**src/sv/dbs_pkg.sv**
```systemverilog
// ----------------------------------------------------------------------------
// dbs_pkg
// Types and codes shared by the deque/bag store and its checker.
// ----------------------------------------------------------------------------
package dbs_pkg;

    typedef enum logic [2:0] {
        ACT_PUSH_FRONT = 3'd0,
        ACT_PUSH_BACK  = 3'd1,
        ACT_POP_FRONT  = 3'd2,
        ACT_POP_BACK   = 3'd3,
        ACT_CONTAINS   = 3'd4,
        ACT_REMOVE     = 3'd5
    } action_t;

    typedef enum logic [1:0] {
        ST_OK        = 2'd0,
        ST_FULL      = 2'd1,
        ST_EMPTY     = 2'd2,
        ST_NOT_FOUND = 2'd3
    } status_t;

    typedef enum logic [2:0] {
        S_IDLE,
        S_EXEC,
        S_SCAN,
        S_SHIFT,
        S_FRONT,
        S_BACK,
        S_FIN
    } state_t;

    typedef struct packed {
        logic [2:0]         action;
        logic signed [31:0] value;
    } req_word_t;

    typedef struct packed {
        logic [1:0]         status;
        logic               found;
        logic [4:0]         count;
        logic               is_empty;
        logic signed [31:0] front_value;
        logic signed [31:0] back_value;
    } rsp_word_t;

endpackage

```
**src/sv/dbs_ram.sv**
```systemverilog
// ----------------------------------------------------------------------------
// dbs_ram
// Generic single-write, single-read RAM with registered read data.
// ----------------------------------------------------------------------------
module dbs_ram #(
    parameter int  WIDTH = 32,
    parameter int  DEPTH = 16,
    localparam int AW    = (DEPTH > 1) ? $clog2(DEPTH) : 1
) (
    input  logic             clk,
    input  logic             wr_en,
    input  logic [AW-1:0]    wr_addr,
    input  logic [WIDTH-1:0] wr_data,
    input  logic [AW-1:0]    rd_addr,
    output logic [WIDTH-1:0] rd_data
);

    logic [WIDTH-1:0] mem [DEPTH];

    always_ff @(posedge clk)
    begin
        if (wr_en)
        begin
            mem[wr_addr] <= wr_data;
        end
        rd_data <= mem[rd_addr];
    end

endmodule

```
**src/sv/deque_bag_store.sv**
```systemverilog
// ----------------------------------------------------------------------------
// deque_bag_store
// Bounded double-ended queue with value search and removal, circular store.
// ----------------------------------------------------------------------------
// Usage:
//   req (action, value) is taken on req_valid & req_ready; exactly one rsp
//   word comes back for each req word, in order, on rsp_valid/rsp_ready.
//   req_ready is high only while the sequencer is idle: one word at a time.
//   Entries live in a single RAM with one write and one registered read
//   port; every step goes through that port.
//   Each accepted word, whatever its code, passes the EXEC, FRONT, BACK and
//   FIN states; contains adds a SCAN step for each entry compared up to and
//   including the match (every entry on a miss), and in a remove the SCAN and
//   SHIFT steps together visit each entry once. Searches of an empty store
//   skip SCAN. The next req word can be taken in the same cycle that
//   rsp_valid rises, and never before the last word has been through FIN.
//   The last cycle loads the rsp register; if the previous rsp word is still
//   unaccepted the sequencer holds there until the receiver takes it, so a
//   stalled receiver blocks new req words but loses nothing.
//   Reset empties the store (head and count cleared); RAM contents are not
//   cleared and no live entry is ever read before it is written.
// ----------------------------------------------------------------------------
module deque_bag_store #(
    parameter int DEPTH       = 16,
    parameter int VALUE_WIDTH = 32
) (
    input  logic                clk,
    input  logic                rst_n,
    input  logic                req_valid,
    output logic                req_ready,
    input  dbs_pkg::req_word_t  req,
    output logic                rsp_valid,
    input  logic                rsp_ready,
    output dbs_pkg::rsp_word_t  rsp
);

    localparam int AW = (DEPTH > 1) ? $clog2(DEPTH) : 1;
    localparam int CW = $clog2(DEPTH + 1);
    localparam int SW = (VALUE_WIDTH < 32) ? VALUE_WIDTH : 32;

    dbs_pkg::state_t  state_reg, state_next;
    logic [AW-1:0]    head_reg, head_next;
    logic [CW-1:0]    count_reg, count_next;
    logic [CW-1:0]    k_reg, k_next;
    logic [2:0]       act_reg, act_next;
    logic [SW-1:0]    val_reg, val_next;
    logic [1:0]       status_reg, status_next;
    logic             found_reg, found_next;
    logic [SW-1:0]    front_reg, front_next;
    logic             rsp_valid_reg, rsp_valid_next;
    dbs_pkg::rsp_word_t rsp_reg, rsp_next;

    logic             wr_en;
    logic [AW-1:0]    wr_addr;
    logic [SW-1:0]    wr_data;
    logic [AW-1:0]    rd_addr;
    logic [SW-1:0]    rd_data;

    logic [CW:0]      k_p1, k_p2, cnt_m1;
    logic             is_match, rsp_free;
    logic [CW+4:0]    cnt_wide;
    logic [SW+31:0]   front_wide, back_wide;

    function automatic logic [AW-1:0] slot_of(input logic [AW-1:0] h, input logic [CW:0] k);
        logic [CW+1:0] s;
        s = {{(CW+2-AW){1'b0}}, h} + {1'b0, k};
        if (s >= (CW+2)'(DEPTH))
        begin
            s = s - (CW+2)'(DEPTH);
        end
        return s[AW-1:0];
    endfunction

    dbs_ram #(
        .WIDTH (SW),
        .DEPTH (DEPTH)
    ) u_ram (
        .clk     (clk),
        .wr_en   (wr_en),
        .wr_addr (wr_addr),
        .wr_data (wr_data),
        .rd_addr (rd_addr),
        .rd_data (rd_data)
    );

    assign k_p1     = {1'b0, k_reg} + (CW+1)'(1);
    assign k_p2     = {1'b0, k_reg} + (CW+1)'(2);
    assign cnt_m1   = (count_reg == '0) ? '0 : ({1'b0, count_reg} - (CW+1)'(1));
    assign is_match = (rd_data == val_reg);
    assign rsp_free = !rsp_valid_reg || rsp_ready;

    assign req_ready = (state_reg == dbs_pkg::S_IDLE);
    assign rsp_valid = rsp_valid_reg;
    assign rsp       = rsp_reg;

    // next state
    always_comb
    begin
        state_next = state_reg;
        unique case (state_reg)
            dbs_pkg::S_IDLE:
            begin
                if (req_valid)
                begin
                    state_next = dbs_pkg::S_EXEC;
                end
            end
            dbs_pkg::S_EXEC:
            begin
                state_next = dbs_pkg::S_FRONT;
                if ((act_reg == dbs_pkg::ACT_CONTAINS || act_reg == dbs_pkg::ACT_REMOVE)
                    && count_reg != '0)
                begin
                    state_next = dbs_pkg::S_SCAN;
                end
            end
            dbs_pkg::S_SCAN:
            begin
                if (is_match)
                begin
                    if (act_reg == dbs_pkg::ACT_REMOVE && k_p1 < {1'b0, count_reg})
                    begin
                        state_next = dbs_pkg::S_SHIFT;
                    end
                    else
                    begin
                        state_next = dbs_pkg::S_FRONT;
                    end
                end
                else if (k_p1 >= {1'b0, count_reg})
                begin
                    state_next = dbs_pkg::S_FRONT;
                end
            end
            dbs_pkg::S_SHIFT:
            begin
                if (k_p2 >= {1'b0, count_reg})
                begin
                    state_next = dbs_pkg::S_FRONT;
                end
            end
            dbs_pkg::S_FRONT: state_next = dbs_pkg::S_BACK;
            dbs_pkg::S_BACK:  state_next = dbs_pkg::S_FIN;
            dbs_pkg::S_FIN:
            begin
                if (rsp_free)
                begin
                    state_next = dbs_pkg::S_IDLE;
                end
            end
            default: state_next = dbs_pkg::S_IDLE;
        endcase
    end

    // datapath and RAM control
    always_comb
    begin
        head_next      = head_reg;
        count_next     = count_reg;
        k_next         = k_reg;
        act_next       = act_reg;
        val_next       = val_reg;
        status_next    = status_reg;
        found_next     = found_reg;
        front_next     = front_reg;
        rsp_valid_next = rsp_valid_reg && !rsp_ready;
        rsp_next       = rsp_reg;
        wr_en          = 1'b0;
        wr_addr        = head_reg;
        wr_data        = val_reg;
        rd_addr        = head_reg;
        cnt_wide       = {5'd0, count_reg};
        front_wide     = {32'd0, front_reg};
        back_wide      = {32'd0, rd_data};

        unique case (state_reg)
            dbs_pkg::S_IDLE:
            begin
                if (req_valid)
                begin
                    act_next    = req.action;
                    val_next    = req.value[SW-1:0];
                    status_next = dbs_pkg::ST_OK;
                    found_next  = 1'b0;
                end
            end
            dbs_pkg::S_EXEC:
            begin
                k_next = '0;
                case (dbs_pkg::action_t'(act_reg))
                    dbs_pkg::ACT_PUSH_FRONT:
                    begin
                        if (count_reg >= CW'(DEPTH))
                        begin
                            status_next = dbs_pkg::ST_FULL;
                        end
                        else
                        begin
                            head_next  = (head_reg == '0) ? AW'(DEPTH - 1)
                                                          : head_reg - AW'(1);
                            wr_en      = 1'b1;
                            wr_addr    = head_next;
                            count_next = count_reg + CW'(1);
                        end
                    end
                    dbs_pkg::ACT_PUSH_BACK:
                    begin
                        if (count_reg >= CW'(DEPTH))
                        begin
                            status_next = dbs_pkg::ST_FULL;
                        end
                        else
                        begin
                            wr_en      = 1'b1;
                            wr_addr    = slot_of(head_reg, {1'b0, count_reg});
                            count_next = count_reg + CW'(1);
                        end
                    end
                    dbs_pkg::ACT_POP_FRONT:
                    begin
                        if (count_reg == '0)
                        begin
                            status_next = dbs_pkg::ST_EMPTY;
                        end
                        else
                        begin
                            head_next  = slot_of(head_reg, (CW+1)'(1));
                            count_next = count_reg - CW'(1);
                        end
                    end
                    dbs_pkg::ACT_POP_BACK:
                    begin
                        if (count_reg == '0)
                        begin
                            status_next = dbs_pkg::ST_EMPTY;
                        end
                        else
                        begin
                            count_next = count_reg - CW'(1);
                        end
                    end
                    dbs_pkg::ACT_CONTAINS, dbs_pkg::ACT_REMOVE:
                    begin
                        if (count_reg == '0)
                        begin
                            status_next = dbs_pkg::ST_EMPTY;
                        end
                        rd_addr = head_reg;
                    end
                    default:
                    begin
                        status_next = dbs_pkg::ST_OK;
                    end
                endcase
            end
            dbs_pkg::S_SCAN:
            begin
                // rd_data holds position k; fetch k+1 for the next compare or shift
                rd_addr = slot_of(head_reg, k_p1);
                if (is_match)
                begin
                    found_next  = 1'b1;
                    status_next = dbs_pkg::ST_OK;
                    if (act_reg == dbs_pkg::ACT_REMOVE && k_p1 >= {1'b0, count_reg})
                    begin
                        count_next = count_reg - CW'(1);
                    end
                end
                else if (k_p1 >= {1'b0, count_reg})
                begin
                    status_next = dbs_pkg::ST_NOT_FOUND;
                end
                else
                begin
                    k_next = k_p1[CW-1:0];
                end
            end
            dbs_pkg::S_SHIFT:
            begin
                // rd_data holds position k+1; move it down to k
                wr_en   = 1'b1;
                wr_addr = slot_of(head_reg, {1'b0, k_reg});
                wr_data = rd_data;
                rd_addr = slot_of(head_reg, k_p2);
                if (k_p2 >= {1'b0, count_reg})
                begin
                    count_next = count_reg - CW'(1);
                end
                else
                begin
                    k_next = k_p1[CW-1:0];
                end
            end
            dbs_pkg::S_FRONT:
            begin
                rd_addr = head_reg;
            end
            dbs_pkg::S_BACK:
            begin
                front_next = rd_data;
                rd_addr    = slot_of(head_reg, cnt_m1);
            end
            dbs_pkg::S_FIN:
            begin
                // keep the back entry on the read port while waiting
                rd_addr = slot_of(head_reg, cnt_m1);
                if (rsp_free)
                begin
                    rsp_valid_next       = 1'b1;
                    rsp_next.status      = status_reg;
                    rsp_next.found       = found_reg;
                    rsp_next.count       = cnt_wide[4:0];
                    rsp_next.is_empty    = (count_reg == '0);
                    rsp_next.front_value = (count_reg == '0) ? '0 : front_wide[31:0];
                    rsp_next.back_value  = (count_reg == '0) ? '0 : back_wide[31:0];
                end
            end
            default:
            begin
                rd_addr = head_reg;
            end
        endcase
    end

    always_ff @(posedge clk or negedge rst_n)
    begin
        if (!rst_n)
        begin
            state_reg     <= dbs_pkg::S_IDLE;
            head_reg      <= '0;
            count_reg     <= '0;
            rsp_valid_reg <= 1'b0;
        end
        else
        begin
            state_reg     <= state_next;
            head_reg      <= head_next;
            count_reg     <= count_next;
            rsp_valid_reg <= rsp_valid_next;
        end
    end

    always_ff @(posedge clk)
    begin
        k_reg      <= k_next;
        act_reg    <= act_next;
        val_reg    <= val_next;
        status_reg <= status_next;
        found_reg  <= found_next;
        front_reg  <= front_next;
        rsp_reg    <= rsp_next;
    end

endmodule

```
**config.mk**
```make
export PLATFORM = sky130hd
export DESIGN_NAME = deque_bag_store
export DESIGN_NICKNAME = d
export VERILOG_FILES = /design/src/sv/dbs_pkg.sv /design/src/sv/dbs_ram.sv /design/src/sv/deque_bag_store.sv
export SDC_FILE = /design/constraint.sdc
export NUM_CORES = 1
export LEC_CHECK = 0
export ABC_AREA = 1
export BUFFER_PORTS_ARGS = -buffer_cell sky130_fd_sc_hd__buf_4
export CORE_MARGIN = 5
export CORE_UTILIZATION = 43
export DETAILED_ROUTE_END_ITERATION = 12
export GPL_ROUTABILITY_DRIVEN = 0
export GPL_TIMING_DRIVEN = 0
export PLACE_DENSITY_LB_ADDON = 0.12
export SYNTH_ARGS = -nofsm -noshare
export SYNTH_HDL_FRONTEND = slang
export SYNTH_SLANG_ARGS = --single-unit
```
**constraint.sdc**
```tcl
create_clock -name clk -period 9.4 [get_ports clk]
set_clock_uncertainty 0.1 [all_clocks]
set_input_delay 0.47 -clock clk [delete_from_list [all_inputs] [get_ports clk]]
set_output_delay 0.47 -clock clk [all_outputs]
set_load 0.05 [all_outputs]
```
[Yosys cells after proc, flatten, opt, wreduce, memory -nomap -nowiden]
Memory sizes are Yosys's and may differ from the RTL's. A register that Yosys moved wholly into a read port is not among the register bits.
Cells that the tools add are included.
Word-level totals
  bits of input ports: 39
  bits in registers: 161
  memories kept: 1
  memory bits (read-only): 0
  bits in latches: 0
  word-level logic and storage cells: 153
  bits in writable memories: 512
Memories
  u_ram.mem: words 16, bits a word 32, read ports 1, clocked after Yosys merged registers in 1, wr ports 1, RTL line dbs_ram.sv:18  | logic [WIDTH-1:0] mem [DEPTH];
Operators by class
  reductions and logical operators: 29
  mux-type cells: 52
  divide/modulo/power cells: 0
  equal/unequal tests: 27
  bitwise logic cells: 0
  shift-type cells: 0
  $mul: 0
  $lt $le $gt $ge: 10
  add/sub/neg operators: 18
Operators with widths (number)
  $mux W4: 10
  $mux W5: 8
  $eq A32 B32 Y1: 1
  $mux W32: 1
  $pmux W5 S3: 2
  $sub A4 B1 Y4 const B: 7
  $pmux W4 S2: 3
  $add A4 B6 Y7: 3
  $ge A7 B5 Y1 const B: 3
  $mux W3: 7
  $pmux W3 S7: 1
  $ne A2 B2 Y1 const B: 9
  $ne A3 B3 Y1 const B: 6
  $eq A3 B3 Y1 const B: 5
  $add A4 B5 Y6: 2
  $eq A3 B2 Y1 const B: 4
  $ge A6 B5 Y1: 2
  $ge A6 B5 Y1 const B: 2
  $pmux W4 S3: 1
  $ge A5 B5 Y1 const B: 2
  $mux W2: 5
  $pmux W5 S2: 1
  $mux W1: 8
  $reduce_and A4 Y1: 2
  other kinds (27): 41

[Logic depth before layout (Yosys ltp)]
Gate-level depths: netlist (run 1).
  depth in word-level cells: 6
  depth in mapped cells: 23

[Hierarchy]
A second synthesis (run 1) with hierarchy kept.
Second synthesis, totals
  cell total of the unflattened synthesis: 2918
  area, all modules: 30785.8 um2
Modules (own cells, without submodules)
  dbs_ram: instances 1, cells an instance 2120, area an instance 22730.6 um2
  deque_bag_store: instances 1, cells an instance 798, area an instance 8055.2 um2

[Worst setup path after synthesis (run 1)]
Ideal clock, no wire load.
  path kind: reg2reg
  start point: register state_reg[0]
  end point: register rsp_reg, in the netlist rsp[0], enable pin
  period minus slack after synthesis: 4.394 ns
  data required time: 8.795 ns
  buffers on the path: 0
  setup slack: 5.006 ns
  stages on the path, launching flop included: 4
  data arrival time: 3.789 ns
  cell sequence: dfrtp_1 inv_2 nand3_1 nor2_1
Between the ends
  word-level cells in the longest chain between the ends: 2
Ends and longest elaborated chain
  start: declaration: RTL line deque_bag_store.sv:41  | dbs_pkg::state_t state_reg, state_next;
  start signal: assignment: RTL line deque_bag_store.sv:329  | state_reg <= dbs_pkg::S_IDLE;
  start signal: assignment: RTL line deque_bag_store.sv:336  | state_reg <= state_next;
  $eq A3 B3 Y1: RTL line deque_bag_store.sv:176  | unique case (state_reg)
  $reduce_and A2 Y1 (no source line)
  end signal: assignment: RTL line deque_bag_store.sv:351  | rsp_reg <= rsp_next;
  end: declaration: RTL line deque_bag_store.sv:51  | dbs_pkg::rsp_word_t rsp_reg, rsp_next;
No other way between the ends.
A chain may end at the register's enable or synchronous reset.

[Final worst setup path (run 1)]
  start point: register count_reg[1]
  end point: register u_ram.rd_data[5] (read register of u_ram.mem)
Between the ends
  word-level cells in the longest chain between the ends: 6
  elaborated cells on any way between the ends: 8
  classes of those cells: 3 x add/sub; 1 x order compare; 3 x mux; 1 x reduce/logical
Ends and longest elaborated chain
  start: declaration: RTL line deque_bag_store.sv:43  | logic [CW-1:0] count_reg, count_next;
  start signal: assignment: RTL line deque_bag_store.sv:338  | count_reg <= count_next;
  $sub A5 B1 Y6 or $logic_not A5 Y1 (tied branches): RTL line deque_bag_store.sv:88  | assign cnt_m1 = (count_reg == '0) ? '0 : ({1'b0, count_reg} - (CW+1)'(1));
  $mux W6 *: RTL line deque_bag_store.sv:88
  $add A4 B6 Y7 *: RTL line deque_bag_store.sv:66  | s = {{(CW+2-AW){1'b0}}, h} + {1'b0, k};
  $ge A7 B5 Y1 or $sub A4 B1 Y4 (tied branches): RTL line deque_bag_store.sv:67, deque_bag_store.sv:69
  $mux W4 *: RTL line deque_bag_store.sv:67  | if (s >= (CW+2)'(DEPTH))
  $pmux W4 S3 *: RTL line deque_bag_store.sv:176
  end: declaration: RTL line dbs_ram.sv:15  | output logic [WIDTH-1:0] rd_data
Every way passes the cells marked *; elsewhere a longest branch is shown, timed or not.

==> results of run 1 <==
[cells by family after synthesis]
family | after synthesis
AND/OR/NAND/NOR | 1328
flip-flops | 705
buffers and inverters | 657
AO/OA/AOI/OAI | 208
XOR/XNOR | 29
adder cells (fa/ha/maj) | 29
[how the worst min path moves through the flow]
stage | startpoint | to | slack, ns | depth (start not counted)
after CTS | rst_n | head_reg[1] | 0.14 | 2
after detailed placement | rst_n | head_reg[1] | 0.25 | 1
after global routing | rst_n | head_reg[1] | 0.17 | 2
after floorplan | rst_n | count_reg[0] | 0.07 | 0
final | rst_n | head_reg[1] | 0.16 | 2
after global placement | rst_n | head_reg[1] | 0.25 | 1
[layout make-up]
| cell class | count | area [µm²] | share of cell area |
|---|---|---|---|
| Clock inverter | 34 | 304 | 0.00831 |
| Tap cell | 950 | 1190 | 0.0325 |
| Clock buffer | 106 | 2180 | 0.0595 |
| Multi-Input combinational cell | 1594 | 7610 | 0.208 |
| Inverter | 533 | 2000 | 0.0547 |
| Sequential cell | 705 | 20800 | 0.568 |
| Antenna cell | 1 | 2.50 | 0.0000684 |
| Timing Repair Buffer | 199 | 1870 | 0.0512 |
| Buffer | 124 | 654 | 0.0179 |
[cell usage after synthesis (2+ instances only)]
| master | n |
|---|---|
| a31oi_1 | 2 |
| nand4_1 | 7 |
| nand2_1 | 962 |
| clkbuf_1 | 14 |
| xor2_1 | 8 |
| buf_6 | 2 |
| nand2_2 | 5 |
| buf_1 | 9 |
| ha_1 | 26 |
| nand3_1 | 204 |
| nand2_4 | 4 |
| a21oi_1 | 8 |
| nor2_1 | 119 |
| nor2_2 | 2 |
| edfxtp_1 | 660 |
| o21ai_0 | 55 |
| o211ai_1 | 133 |
| dfrtp_1 | 13 |
| nand3b_1 | 2 |
| inv_1 | 528 |
| inv_2 | 5 |
| buf_2 | 79 |
| buf_4 | 20 |
| fa_1 | 3 |
| o21bai_1 | 2 |
| nand3_2 | 3 |
| nor3_1 | 7 |
| dfxtp_1 | 32 |
| or2_2 | 6 |
| xnor2_1 | 21 |
[through the flow]
| step | instance area (µm²) | hold WS, ns |
|---|---|---|
| floorplan | 30900 | 0.0744 |
| finish | 36600 | 0.157 |
| global placement | 32900 | 0.249 |
| global route | 36600 | 0.167 |
| CTS | 36600 | 0.138 |
| detailed placement | 33700 | 0.252 |
[critical path: cells and delay by family, from the launching register on]
| kind | cells | cell delay, ns |
|---|---|---|
| compound gates | 3 | 0.82 |
| fa+ha+maj | 2 | 0.72 |
| buf+inv | 4 | 0.92 |
| flops | 1 | 0.49 |
| simple gates | 9 | 1.13 |
[what timing repair did]
item,CTS,global route
hold buffers,37,0
hold endpoints to repair,49,0
gates resized for setup,0,0
[layer usage]
metal  global-route usage  part of all wire  vias to the layer above
met1                0.300              0.47                     9851
li1                     -                 -                    10200
met3               0.0333             0.063                      108
met5                    0                 0                        -
met2                0.324              0.45                      624
met4               0.0510             0.020                        0
==> out/metrics.cfg, run 1 <==
[layout]
fillerInstances = 6373
drive_above_1_share = 0.130
layout_common_cells = nand2_1 (962), edfxtp_1 (660), inv_1 (528)
largest_reg_flops = 512
nets = 3303
final_common_cell = nand2_1
finish.utilization = 0.513
layout-area-overhead-vs-synth_pct = 18.4
finalNonFillerCells = 4246

[timing]
slew_violations = 0
setup_tns_ns = 0
worstMarginPinSlew_ns = 1.26
max_freq_ghz = 0.233
maxSlewHeadroom = 0.161
hold_viol = 0
setup_viol = 0
final.min_clock_period_ns = 4.30
finalCritPeriodShare = 0.457
rsz0062_at_grt = false
fin_ws_ns = 5.10

[yosys]
syn_inst = 2956
synthXorXnorAreaFrac = 0.00822
synth_flop_cell = edfxtp_1
synth_area_leaders = edfxtp_1 (64%), nand2_1 (12%), inv_1 (6.4%), nand3_1 (3.3%), o211ai_1 (3.2%)
synth.top_cell.area_share = 0.641
synth_largest_area_cell = edfxtp_1
synth_edf_count = 660
syn_nets = 3024
synth-compound-area-share = 0.0454
syn_area_per_cell_um2 = 10.5
synth_top_family_by_area = simple AND/OR/NAND/NOR gates
synth_seq_area_share = 0.672
ys_ff_latch = 705
synth_fa_ha_area_frac = 0.0125
ys_warn_count = 0
postSynth.asyncResetShare = 0.0184
muxShareOfSynthArea = 0
syn_area_mm2 = 0.0309
synth_simple_gate_area_share = 0.175
ys_types = 45

[worst_setup_path]
crit_path_top_delay_cell = a221oi_1
cp_common_cell = nand2_1
crit_start = count_reg[1]
critPathRequiredTime_ns = 9.83
cp_data_arrival_time_ns = 4.73
reg2regPathDepth = 18
endpoint = u_ram.rd_data[5]
crit_type = reg -> reg
end_kind = flop
r2r_slack_ns = 5.10
slowest_delay_ns = 0.54
worstReg2RegStart = count_reg[1]
critPathLaunchType = flop
worstPathCellList = inv_1, ha_1, nand3_1, nand2_1, nor2_1, a221oi_1, fa_1, inv_1, nand2_2, o21ai_2, buf_4, buf_2, o211ai_1, nand2_1, nand2_1, nand2_1, nand2_1, nand2_1
r2r_end = u_ram.rd_data[5]
cp_max_fo = 10

[place]
port_buffers = 113
place_ws_ns = 5.16
placedCellCount = 4068
hpwl_um = 58600

[detailed_routing]
drc = 0
antenna_left = 0
viasPerCell = 4.89
drt-total-wl_um = 80600
vias = 20800
drt-pass1-iter-count = 5
wl_per_cell_um = 19.0
drt_iter0_markers = 1490

[floorplan]
rows = 98
dieArea_mm2 = 0.0773
core_mm2 = 0.0714
initial_core_util = 0.433
num_io_pins = 114
die_h_um = 278
die_w_um = 278

[status]
status = completed

[grt]
grt_pass1_vias = 20200
grt_pass1_wl_um = 122000
grt_usage = 0.205
grt_overflow = 0
grt_max_degree = 37
antenna_found_initial = 0

[run]
maxCapViolCount = 0

[clocking]
clock-sinks = 705
clk_pin_slew_ns = 0.06
clock_latency_ns = 0.62
cts_tree = done
clockBufferDepth = 3
cts_root_buffer = clkbuf_16
postCtsSetupBuffers = 0
cts_buffers = 78
cts-htree-levels = 3

[hold_path]
hold_path_class = in -> async

Power of run 1 is left out: the tool's default activity adds up to more than one toggle a clock period on the data nets, which glitch-free logic cannot reach.
==> inputs of run 2 (changes only) <==
==> constraint.sdc (replaced) <==
create_clock -name clk -period 3.4 [get_ports clk]
set_clock_uncertainty 0.1 [all_clocks]
set_input_delay 0.17 -clock clk [delete_from_list [all_inputs] [get_ports clk]]
set_output_delay 0.17 -clock clk [all_outputs]
set_load 0.05 [all_outputs]
==> run 2 against run 1 <==
Effect of this change: cell area increased by 2.7%; register-to-register slack got worse by 5.0 ns; first-iteration DRC count increased by 27%; critical path depth is 2 higher.
==> out/metrics.cfg, run 2 (same netlist as run 1, synthesis figures left out) <==
[worst_setup_path]
cp_data_arrival_time_ns = 3.72
slowest_delay_ns = 0.42
r2r_slack_ns = 0.07
critPathLaunchType = flop
cp_top_family = buffers and inverters
crit_type = reg -> reg
cp_common_cell = nand2_1
cp_max_fo = 10
worstPathCellList = buf_6, nor2_8, nand2_8, buf_8, o221ai_4, ha_2, inv_1, fa_1, inv_1, nand2_2, o21ai_4, inv_2, buf_12, clkbuf_16, o211ai_1, nand2_1, nand2_1, nand2_1, nand2_2, nand2_1
critPathRequiredTime_ns = 3.79
crit_path_top_delay_cell = fa_1
end_kind = flop
path_buf_inv = 7

[clocking]
cts-htree-levels = 3
clock-sinks = 705
clk_pin_slew_ns = 0.06
cts_root_buffer = clkbuf_16
clockBufferDepth = 3
cts_tree = done
clock_latency_ns = 0.64
cts_buffers = 78

[timing]
maxSlewHeadroom = 0.171
rsz0062_at_grt = true
worstMarginPinSlew_ns = 1.24
max_freq_ghz = 0.300
hold_viol = 0
slew_violations = 0
finalCritPeriodShare = 0.979
final.min_clock_period_ns = 3.33
whs_ns = 0.164
setup_viol = 0

[detailed_routing]
vias = 21100
drt-total-wl_um = 82500
antenna_left = 0
wl_per_cell_um = 19.2
drt_iter0_markers = 1895
viasPerCell = 4.92
drc = 0
drt-pass1-iter-count = 6

[floorplan]
num_io_pins = 114
dieArea_mm2 = 0.0773
core_mm2 = 0.0714
die_h_um = 278
initial_core_util = 0.433
die_w_um = 278
rows = 98

[place]
hpwl_um = 58100
port_buffers = 113

[run]
maxCapViolCount = 0

[grt]
grt_pass1_wl_um = 124000
grt_max_degree = 37
grt_overflow = 0
antenna_found_initial = 1
grt_usage = 0.210
grt_pass1_vias = 20300

[layout]
final_common_cell = nand2_1
largest_reg_flops = 512
layout-area-overhead-vs-synth_pct = 21.6
drive_above_1_share = 0.163
layout_common_cells = nand2_1 (925), edfxtp_1 (660), inv_1 (524)
nets = 3352

[hold_path]
hold_path_class = in -> reg

[status]
status = completed

## run 2: cell count changes in the layout (fill, tap and decap cells not counted), moves of 6 or more
cell,previous run,this run
nand2_1,962,925
buf_4,161,196
nand2_2,5,40
buf_2,79,58
buf_12,9,26
clkbuf_1,32,22
buf_6,6,14
buf_8,0,7
clkbuf_4,0,6
## run 2: through the flow
step	util	setup TNS [ns]	area [µm²]	std cells	setup WS, ns
final	0.527	0	37600	4292	0.0711
after CTS	0.520	-4.79	37100	4272	-0.238
after floorplan	-	-114.10	30900	2956	-0.317
after global routing	0.527	-0.380	37600	4291	-0.0293
after detailed placement	0.473	-77.42	33700	4066	-0.850
after global placement	0.462	-1023.01	33000	4019	-2.21
## run 2: path summary, 6_finish.rpt
| check | start | to | depth (start not counted) |
|---|---|---|---|
| max | state_reg[2] | u_ram.rd_data[29] | 20 |
| min | req[25] | val_reg[25] | 2 |
| max reg2reg | state_reg[2] | u_ram.rd_data[29] | 20 |
| min reg2reg | found_reg | rsp[70] | 0 |
| max in group asynchronous | rst_n | count_reg[0] | 3 |
| min in group asynchronous | rst_n | head_reg[2] | 3 |
## run 2: cell type report
class | instances | area, µm²
timing repair buffer | 246 | 2350
sequential | 705 | 20800
buffer | 124 | 865
antenna | 1 | 2.50
timing repair inverter | 1 | 7.51
clock inverter | 46 | 495
clock buffer | 91 | 2030
inverter | 533 | 2010
tap | 950 | 1190
multi-input combinational | 1595 | 7840
fill | 6327 | 33800
## run 2: worst register-to-register path: stages, from the launching register on
cell and delay (ns):
dfrtp_1 0.37, buf_6 0.15, nor2_8 0.14, nand2_8 0.11, buf_8 0.17, o221ai_4 0.20, ha_2 0.22, inv_1 0.05
fa_1 0.42, inv_1 0.07, nand2_2 0.07, o21ai_4 0.11, inv_2 0.12, buf_12 0.17, clkbuf_16 0.16, o211ai_1 0.08
nand2_1 0.10, nand2_1 0.07, nand2_1 0.11, nand2_2 0.12, nand2_1 0.11
## run 2: routing by layer
| layer | routed length [µm] | vias to the layer above | part of all wire | GRT usage |
|---|---|---|---|---|
| li1 | - | 10300 | - | - |
| met1 | 38000 | 10000 | 0.46 | 0.308 |
| met2 | 37400 | 686 | 0.45 | 0.331 |
| met3 | 5370 | 120 | 0.065 | 0.0315 |
| met4 | 1790 | 0 | 0.022 | 0.0536 |
| met5 | 0 | - | 0 | 0 |
## run 2: timing repair
item / in CTS / in global routing
endpoints found under the setup margin: 415 / 428
hold endpoints to repair: 59 / 0
setup buffers: 28 / 18
gates resized for setup: 51 / 92
hold buffers: 39 / 0
cloned: 2 / 1
pin swaps: 13 / 14
Power of run 2 is left out for the same reason.
